--- config.mk ---
export PLATFORM = sky130hd
export DESIGN_NAME = rgb_quad_to_ycbcr420_core_flat
export DESIGN_NICKNAME = d
export VERILOG_FILES = /design/src/hdl/rq2y_pkg.sv /design/src/hdl/rq2y_if.sv /design/src/hdl/rgb_quad_to_ycbcr420_core.sv /design/src/flat_wrapper.sv
export SDC_FILE = /design/constraint.sdc
export NUM_CORES = 2
export LEC_CHECK = 0
export BUFFER_PORTS_ARGS = -buffer_cell sky130_fd_sc_hd__buf_2
export CAP_MARGIN = 5
export CORE_UTILIZATION = 45
export DETAILED_ROUTE_END_ITERATION = 16
export PLACE_DENSITY = 0.56
export SYNTH_ARGS = -nofsm -noshare
export SYNTH_HDL_FRONTEND = slang
export SYNTH_SLANG_ARGS = --single-unit
--- constraint.sdc ---
create_clock -name clk -period 12.1 [get_ports clk]
set_clock_uncertainty 0.15 [all_clocks]
set_input_delay 3.025 -clock clk [delete_from_list [all_inputs] [get_ports clk]]
set_output_delay 3.025 -clock clk [all_outputs]
set_load 0.05 [all_outputs]
--- src/hdl/rq2y_pkg.sv ---
// ----------------------------------------------------------------------------
// rq2y_pkg: shared types, coefficients and arithmetic
// Pixel types and the BT.601 fixed-point conversion used by the quad
// RGB to YCbCr 4:2:0 converter and its interfaces.
// ----------------------------------------------------------------------------
package rq2y_pkg;

    localparam int unsigned ChanW  = 8;
    localparam int unsigned LumaW  = 24;
    localparam int unsigned ChromW = 27;
    localparam int unsigned Pixels = 4;

    typedef logic [ChanW-1:0] chan_t;

    typedef struct packed {
        chan_t red;
        chan_t green;
        chan_t blue;
    } pixel_t;

    typedef struct packed {
        chan_t luma;
        chan_t cb;
        chan_t cr;
    } ycc_t;

    // Luma coefficients, scaled by 2^16, with the offset of 16 folded in.
    localparam logic [LumaW-1:0] LumaRed    = LumaW'(16829);
    localparam logic [LumaW-1:0] LumaGreen  = LumaW'(33039);
    localparam logic [LumaW-1:0] LumaBlue   = LumaW'(6416);
    localparam logic [LumaW-1:0] LumaOffset = LumaW'((256 * 256) * 16);

    // Chroma coefficient magnitudes, scaled by 2^17, with the offset of 128.
    localparam logic [ChromW-1:0] CbRed        = ChromW'(19428);
    localparam logic [ChromW-1:0] CbGreen      = ChromW'(38141);
    localparam logic [ChromW-1:0] CbBlue       = ChromW'(57569);
    localparam logic [ChromW-1:0] CrRed        = ChromW'(57569);
    localparam logic [ChromW-1:0] CrGreen      = ChromW'(48207);
    localparam logic [ChromW-1:0] CrBlue       = ChromW'(9362);
    localparam logic [ChromW-1:0] ChromaOffset = ChromW'((512 * 256) * 128);

    // Every sum stays positive for 8-bit inputs, so the shifts are plain floors.
    function automatic chan_t luma_of(pixel_t p);
        logic [LumaW-1:0] s;
        s = LumaRed * {16'd0, p.red} + LumaGreen * {16'd0, p.green}
          + LumaBlue * {16'd0, p.blue} + LumaOffset;
        return s[23:16];
    endfunction

    function automatic chan_t cb_of(pixel_t p);
        logic [ChromW-1:0] s;
        s = ChromaOffset + CbBlue * {19'd0, p.blue}
          - CbRed * {19'd0, p.red} - CbGreen * {19'd0, p.green};
        return s[24:17];
    endfunction

    function automatic chan_t cr_of(pixel_t p);
        logic [ChromW-1:0] s;
        s = ChromaOffset + CrRed * {19'd0, p.red}
          - CrGreen * {19'd0, p.green} - CrBlue * {19'd0, p.blue};
        return s[24:17];
    endfunction

endpackage

--- src/hdl/rq2y_if.sv ---
// ----------------------------------------------------------------------------
// rq2y_if: request channels of the quad converter
// One interface for the RGB quad and one for the YCbCr 4:2:0 result.
// ----------------------------------------------------------------------------
interface rq2y_quad_if;
    logic               valid;
    logic               ready;
    rq2y_pkg::chan_t    red_top_left;
    rq2y_pkg::chan_t    green_top_left;
    rq2y_pkg::chan_t    blue_top_left;
    rq2y_pkg::chan_t    red_top_right;
    rq2y_pkg::chan_t    green_top_right;
    rq2y_pkg::chan_t    blue_top_right;
    rq2y_pkg::chan_t    red_bottom_left;
    rq2y_pkg::chan_t    green_bottom_left;
    rq2y_pkg::chan_t    blue_bottom_left;
    rq2y_pkg::chan_t    red_bottom_right;
    rq2y_pkg::chan_t    green_bottom_right;
    rq2y_pkg::chan_t    blue_bottom_right;

    modport source (
        output valid,
        output red_top_left, green_top_left, blue_top_left,
        output red_top_right, green_top_right, blue_top_right,
        output red_bottom_left, green_bottom_left, blue_bottom_left,
        output red_bottom_right, green_bottom_right, blue_bottom_right,
        input  ready
    );

    modport sink (
        input  valid,
        input  red_top_left, green_top_left, blue_top_left,
        input  red_top_right, green_top_right, blue_top_right,
        input  red_bottom_left, green_bottom_left, blue_bottom_left,
        input  red_bottom_right, green_bottom_right, blue_bottom_right,
        output ready
    );
endinterface

interface rq2y_result_if;
    logic               valid;
    logic               ready;
    rq2y_pkg::chan_t    luma_top_left;
    rq2y_pkg::chan_t    luma_top_right;
    rq2y_pkg::chan_t    luma_bottom_left;
    rq2y_pkg::chan_t    luma_bottom_right;
    rq2y_pkg::chan_t    blue_chroma;
    rq2y_pkg::chan_t    red_chroma;

    modport source (
        output valid,
        output luma_top_left, luma_top_right, luma_bottom_left, luma_bottom_right,
        output blue_chroma, red_chroma,
        input  ready
    );

    modport sink (
        input  valid,
        input  luma_top_left, luma_top_right, luma_bottom_left, luma_bottom_right,
        input  blue_chroma, red_chroma,
        output ready
    );
endinterface

--- src/hdl/rgb_quad_to_ycbcr420_core.sv ---
// ----------------------------------------------------------------------------
// rgb_quad_to_ycbcr420_core: 2x2 RGB quad to BT.601 YCbCr 4:2:0
// Converts each quad to four luma values and one shared Cb and Cr pair.
// ----------------------------------------------------------------------------
// The quad channel takes one 2x2 block of 8-bit RGB pixels per request; the
// result channel returns the four luma samples and the floor mean of the
// four per-pixel Cb and Cr samples.
// The datapath is three register stages: the input register, the per-pixel
// conversion register and the result register holding the chroma means.
// A quad accepted into the input register moves through the conversion
// register to the result register, where its result is presented; one quad
// is accepted every cycle while the result channel keeps taking requests.
// Each stage has its own ready, so bubbles are filled when the receiver
// stalls: up to three quads are held before quad ready falls, and it rises
// again in the same cycle that the receiver takes a result.
// Reset clears the stage valid flags only; the pipeline is empty afterwards
// and nothing else needs initialising.
// ----------------------------------------------------------------------------
module rgb_quad_to_ycbcr420_core (
    input  logic           clk,
    input  logic           rst_n,
    rq2y_quad_if.sink      quad,
    rq2y_result_if.source  result
);

    rq2y_pkg::pixel_t  in_reg   [rq2y_pkg::Pixels];
    rq2y_pkg::pixel_t  in_next  [rq2y_pkg::Pixels];
    rq2y_pkg::ycc_t    pix_reg  [rq2y_pkg::Pixels];
    logic              in_valid_reg;
    logic              pix_valid_reg;
    logic              out_valid_reg;
    logic              in_ready;
    logic              pix_ready;
    logic              out_ready;
    rq2y_pkg::chan_t   luma_reg [rq2y_pkg::Pixels];
    rq2y_pkg::chan_t   cb_reg;
    rq2y_pkg::chan_t   cr_reg;
    logic [9:0]        cb_sum;
    logic [9:0]        cr_sum;

    assign out_ready = !out_valid_reg || result.ready;
    assign pix_ready = !pix_valid_reg || out_ready;
    assign in_ready  = !in_valid_reg  || pix_ready;
    assign quad.ready = in_ready;

    always_comb
    begin
        in_next[0] = '{quad.red_top_left, quad.green_top_left, quad.blue_top_left};
        in_next[1] = '{quad.red_top_right, quad.green_top_right, quad.blue_top_right};
        in_next[2] = '{quad.red_bottom_left, quad.green_bottom_left,
                       quad.blue_bottom_left};
        in_next[3] = '{quad.red_bottom_right, quad.green_bottom_right,
                       quad.blue_bottom_right};
    end

    always_comb
    begin
        cb_sum = '0;
        cr_sum = '0;
        for (int i = 0; i < rq2y_pkg::Pixels; i++)
        begin
            cb_sum = cb_sum + {2'b00, pix_reg[i].cb};
            cr_sum = cr_sum + {2'b00, pix_reg[i].cr};
        end
    end

    always_ff @(posedge clk or negedge rst_n)
    begin
        if (!rst_n)
        begin
            in_valid_reg  <= 1'b0;
            pix_valid_reg <= 1'b0;
            out_valid_reg <= 1'b0;
        end
        else
        begin
            if (in_ready)
            begin
                in_valid_reg <= quad.valid;
            end
            if (pix_ready)
            begin
                pix_valid_reg <= in_valid_reg;
            end
            if (out_ready)
            begin
                out_valid_reg <= pix_valid_reg;
            end
        end
    end

    always_ff @(posedge clk)
    begin
        if (in_ready && quad.valid)
        begin
            in_reg <= in_next;
        end
        if (pix_ready && in_valid_reg)
        begin
            for (int i = 0; i < rq2y_pkg::Pixels; i++)
            begin
                pix_reg[i] <= '{rq2y_pkg::luma_of(in_reg[i]),
                                rq2y_pkg::cb_of(in_reg[i]),
                                rq2y_pkg::cr_of(in_reg[i])};
            end
        end
        if (out_ready && pix_valid_reg)
        begin
            for (int i = 0; i < rq2y_pkg::Pixels; i++)
            begin
                luma_reg[i] <= pix_reg[i].luma;
            end
            cb_reg <= cb_sum[9:2];
            cr_reg <= cr_sum[9:2];
        end
    end

    assign result.valid             = out_valid_reg;
    assign result.luma_top_left     = luma_reg[0];
    assign result.luma_top_right    = luma_reg[1];
    assign result.luma_bottom_left  = luma_reg[2];
    assign result.luma_bottom_right = luma_reg[3];
    assign result.blue_chroma       = cb_reg;
    assign result.red_chroma        = cr_reg;

endmodule

--- src/flat_wrapper.sv ---
// flat-port wrapper written by rule: the top's interface ports become plain ports
module rgb_quad_to_ycbcr420_core_flat 
  (clk, rst_n, quad_valid, quad_red_top_left, quad_green_top_left, quad_blue_top_left, quad_red_top_right, quad_green_top_right, quad_blue_top_right, quad_red_bottom_left, quad_green_bottom_left, quad_blue_bottom_left, quad_red_bottom_right, quad_green_bottom_right, quad_blue_bottom_right, quad_ready, result_valid, result_luma_top_left, result_luma_top_right, result_luma_bottom_left, result_luma_bottom_right, result_blue_chroma, result_red_chroma, result_ready);
  rq2y_quad_if quad_i ();
  rq2y_result_if result_i ();
  input  logic clk;
  input  logic rst_n;
  input wire logic [$bits(quad_i.valid)-1:0] quad_valid;
  input wire logic [$bits(quad_i.red_top_left)-1:0] quad_red_top_left;
  input wire logic [$bits(quad_i.green_top_left)-1:0] quad_green_top_left;
  input wire logic [$bits(quad_i.blue_top_left)-1:0] quad_blue_top_left;
  input wire logic [$bits(quad_i.red_top_right)-1:0] quad_red_top_right;
  input wire logic [$bits(quad_i.green_top_right)-1:0] quad_green_top_right;
  input wire logic [$bits(quad_i.blue_top_right)-1:0] quad_blue_top_right;
  input wire logic [$bits(quad_i.red_bottom_left)-1:0] quad_red_bottom_left;
  input wire logic [$bits(quad_i.green_bottom_left)-1:0] quad_green_bottom_left;
  input wire logic [$bits(quad_i.blue_bottom_left)-1:0] quad_blue_bottom_left;
  input wire logic [$bits(quad_i.red_bottom_right)-1:0] quad_red_bottom_right;
  input wire logic [$bits(quad_i.green_bottom_right)-1:0] quad_green_bottom_right;
  input wire logic [$bits(quad_i.blue_bottom_right)-1:0] quad_blue_bottom_right;
  output wire logic [$bits(quad_i.ready)-1:0] quad_ready;
  output wire logic [$bits(result_i.valid)-1:0] result_valid;
  output wire logic [$bits(result_i.luma_top_left)-1:0] result_luma_top_left;
  output wire logic [$bits(result_i.luma_top_right)-1:0] result_luma_top_right;
  output wire logic [$bits(result_i.luma_bottom_left)-1:0] result_luma_bottom_left;
  output wire logic [$bits(result_i.luma_bottom_right)-1:0] result_luma_bottom_right;
  output wire logic [$bits(result_i.blue_chroma)-1:0] result_blue_chroma;
  output wire logic [$bits(result_i.red_chroma)-1:0] result_red_chroma;
  input wire logic [$bits(result_i.ready)-1:0] result_ready;
  assign quad_i.valid = quad_valid;
  assign quad_i.red_top_left = quad_red_top_left;
  assign quad_i.green_top_left = quad_green_top_left;
  assign quad_i.blue_top_left = quad_blue_top_left;
  assign quad_i.red_top_right = quad_red_top_right;
  assign quad_i.green_top_right = quad_green_top_right;
  assign quad_i.blue_top_right = quad_blue_top_right;
  assign quad_i.red_bottom_left = quad_red_bottom_left;
  assign quad_i.green_bottom_left = quad_green_bottom_left;
  assign quad_i.blue_bottom_left = quad_blue_bottom_left;
  assign quad_i.red_bottom_right = quad_red_bottom_right;
  assign quad_i.green_bottom_right = quad_green_bottom_right;
  assign quad_i.blue_bottom_right = quad_blue_bottom_right;
  assign quad_ready = quad_i.ready;
  assign result_valid = result_i.valid;
  assign result_luma_top_left = result_i.luma_top_left;
  assign result_luma_top_right = result_i.luma_top_right;
  assign result_luma_bottom_left = result_i.luma_bottom_left;
  assign result_luma_bottom_right = result_i.luma_bottom_right;
  assign result_blue_chroma = result_i.blue_chroma;
  assign result_red_chroma = result_i.red_chroma;
  assign result_i.ready = result_ready;
  rgb_quad_to_ycbcr420_core u_core (.clk(clk), .rst_n(rst_n), .quad(quad_i), .result(result_i));
endmodule
; ---- After elaboration in Yosys (flattened, before gate mapping)
; Memory sizes are Yosys's and may differ from the RTL's.
; Index checks and enable logic that the tools add are counted.
[totals]
n_memories = 2
word_cells = 110
regBits = 115
input_bits = 100
ramBits = 128
[op_classes]
addsub = 42
n_mul = 36
mux = 4
reduce_logical = 9
[memory_table]
columns = name, words, word_bits, read_ports, rd_ports_with_merged_regs, wr, line
row1 = u_core.pix_reg, 4, 24, 4, 0, 4, rgb_quad_to_ycbcr420_core.sv:28  ; rq2y_pkg::ycc_t pix_reg [rq2y_pkg::Pixels];
row2 = u_core.luma_reg, 4, 8, 4, 0, 4, rgb_quad_to_ycbcr420_core.sv:35  ; rq2y_pkg::chan_t luma_reg [rq2y_pkg::Pixels];
[op_table]
columns = cell, count
row1 = $mul 16x8->24 const A, 20
row2 = $add 25x24->25 const A, 8
row3 = $sub 25x24->25, 8
row4 = $mul 13x8->21 const A, 8
row5 = $sub 25x22->25, 4
row6 = $sub 25x23->25, 4
row7 = $add 23x24->24, 4
row8 = $add 24x21->24, 4
row9 = $add 24x21->24 const B, 4
row10 = $mul 15x8->23 const A, 4
row11 = $mul 9x8->17 const A, 4
row12 = $add 10x8->10, 4
row13 = $add 8x8->9, 2
row14 = $mux 1, 4
row15 = $logic_and 1x1->1, 3
row16 = $logic_not 1->1, 3
row17 = $logic_or 1x1->1, 3

; ---- Depth between registers and ports, before layout
[depth]
depth_word = 6
ltp_mapped = 34
depth_no_buf = 34

; ---- Least setup slack after synthesis
; Ideal clock, no wire load.
[synth_timing]
kind = register to register
from = register u_core.in_reg[46] in the netlist's numbering
to = memory u_core.pix_reg[2][14] in the netlist's numbering (data pin)
setup_ns = 0.258
synth_period_minus_slack_ns = 8.897
path_stages_with_launch = 31
arrival_time_ns = 8.490
n_path_buf = 0
setup_slack_ns = 3.203
path_cell_list = edfxtp_1 > fa_1 > fa_1 > inv_1 > fa_1 > fa_1 > inv_1 > ha_1 > a21o_1 > a21oi_1 > o21ai_1 > a2111oi_2 > o31ai_1 > a21oi_1 > xor2_1 > fa_1 > inv_1 > fa_1 > inv_1 > fa_1 > inv_1 > fa_1 > fa_1 > inv_1 > fa_1 > ha_1 > nand2_1 > o21ai_0 > or3_1 > a21oi_1 > xnor2_1
[synth_rtl]
columns = element, line
row1 = "start, declared", rgb_quad_to_ycbcr420_core.sv:26  ; rq2y_pkg::pixel_t in_reg [rq2y_pkg::Pixels];
row2 = "start signal, assigned", rgb_quad_to_ycbcr420_core.sv:96  ; in_reg <= in_next;
row3 = "end, declared", rgb_quad_to_ycbcr420_core.sv:28

==> results.yml <==
timing:
  setup_tns_ns: 0
  fin_crit_sh_pct: 80.1
  drv_slew: 0
  finalCriticalPeriod_ns: 9.69
  hold-worst-slack_ns: 0.262
  slew_headroom_pct: 27.1
  setup_viol: 0
  finalHoldViolCount: 0
  timing.fmax_mhz: 103
  rsz0062_at_grt: "no"
  worst_slew_pin_slew_ns: 1.09
logic_synthesis:
  yosys.area.top_type_share_pct: 39.3
  yosysTopAreaCell: "fa_1"
  yosysUniqueCellTypes: 77
  yosysWarnings: 0
  synth_ff_type: "edfxtp_1"
  syn_nets: 10100
  synth_async_sr_flop_share_pct: 1.23
  avgSynthCellArea_um2: 10.4
  synthCells: 7076
  ys_seq_area_share_pct: 9.93
  synth_edf_count: 240
  netlist_area_um2: 73300
  synth_area_leaders: "fa_1, ha_1, inv_1"
  ys_ff_latch: 243
die:
  die_height_um: 406
  die_x_um: 406
  io_pins: 150
  fp-row-count: 147
  die-area_um2: 165000
  core_area_um2: 161000
  initial_core_util_pct: 45.5
critical_path:
  path_common_cell: "fa_1"
  path_class: "reg2reg"
  required_ns: 12.33
  critPathBufInv: 6
  crit_arrival_ns: 9.92
  cp-end-kind: "register"
  critPathSlowestCell: "edfxtp_1"
  cp_max_fo: 18
  cp-start-kind: "register"
  max_stage_delay_ns: 1.07
  crit_family: "adder cells"
  rrSetupSlack_ns: 2.41
clocking:
  cts_hold_buf: 0
  cts.repair.resized: 0
  clock_latency_ns: 0.65
  h-tree-depth: 2
  post-cts-setup-buffers: 0
  clkTransAtPathRegs_ns: 0.06
  clk_path_buf_depth: 3
  cts_made_buffers: 37
  clockRootBuffer: "clkbuf_16"
  clock_sinks: 243
  tritoncts: "yes"
status:
  outcome: "finished, final reports clean"
routing:
  num_vias: 46800
  vias_per_cell: 4.91
  drc_errors: 0
  wire_per_inst_um: 19.6
  ant_nets: 0
  drt-initial-drc-count: 2048
  wl_mm: 187
  drt_pass1_iterations: 5
grt:
  overflow: 0
  grt_usage_pct: 23.9
  first_global_vias: 51400
  grt_pass1_wl_mm: 295
  antenna_found_initial: 0
  grt_max_degree: 57
final_layout:
  synthToLayoutAreaGrowth_pct: 7.28
  fillers: 15300
  drive_gt1_share_pct: 4.49
  layout_commonest_cell: "inv_1"
  final_area_um2: 78700
  multi_input_area_um2: 56700
  n_antenna_cell: 0
  num-nets-final: 10400
  mostFrequentLayoutCells: "inv_1, ha_1, fa_1, edfxtp_1, a21oi_1"
  regArea_um2: 7280
run:
  drv_cap: 0
placement:
  postPlaceCellArea_um2: 77400
  hpwlAfterDp_mm: 159
  portBuffers: 149
  gp_congestion: 0.945
hold_path:
  hold_path_class: "reg2reg"
path summary, 6_finish.rpt:
| kind | cells past startpoint | end | start |
|---|---|---|---|
| setup / recovery | 31 | u_core.pix_reg[2][14] | u_core.in_reg[46] |
| hold / removal | 0 | u_core.luma_reg[1][2] | u_core.pix_reg[1][18] |
| setup reg to reg | 31 | u_core.pix_reg[2][14] | u_core.in_reg[46] |
| hold reg to reg | 0 | u_core.luma_reg[1][2] | u_core.pix_reg[1][18] |
| max in group asynchronous | 1 | u_core.pix_valid_reg | rst_n |
| min in group asynchronous | 1 | u_core.in_valid_reg | rst_n |
layer usage:
layer	share of wire [%]	up-vias	global-route usage [%]
met5	0	-	0
met4	2.1	0	5.08
met3	4.5	157	3.17
met2	48	760	40.5
met1	45	23800	32.7
li1	-	22100	-
cell usage after synthesis, drive strengths merged (4+ instances only):
library cell and instances:
nor2b 32, fa 1440, o41ai 6, a2111oi 6, a21oi 199, mux2i 4
o211ai 15, a21o 107, a221oi 5, o21bai 32, nor2 139, nand4 27
and3 13, a211oi 19, and2 12, nand2 109, o31ai 10, nand3 40
o21a 36, o221ai 4, nand2b 29, xnor2 169, clkbuf 9, ha 1514
inv 2468, a21boi 10, o21ai 99, nor3 54, or3 7, xor2 97
or2 14, edfxtp 240, and4 4, a211o 9, o311a 5, a31o 6
a31oi 33
through the flow:
step           util [%]  setup slack (ns)  instances
2_1_floorplan         -              3.20       7076
3_3_place_gp       48.0              2.55       9461
3_5_place_dp       48.0              2.47       9461
4_1_cts            48.8              2.41       9527
5_1_grt            48.8              1.89       9527
6_report           48.8              2.41       9527
cells by family after synthesis:
family | synth area share (%)
mux | 0.0546
simple gates | 3.34
buf+inv | 12.7
flops | 9.93
compound gates | 5.63
fa+ha+maj | 65.2
xor+xnor | 3.18
area by class of cell:
type | instances | share of cell area, %
sequential | 243 | 9.26
multi-input combinational | 4352 | 72.1
tap | 2160 | 3.44
clock inverter | 23 | 0.356
timing repair buffer | 237 | 1.79
inverter | 2469 | 11.8
clock buffer | 43 | 1.26
Power is left out: the tool's default activity adds up to more than one toggle a clock period on the data nets, which glitch-free logic cannot reach.
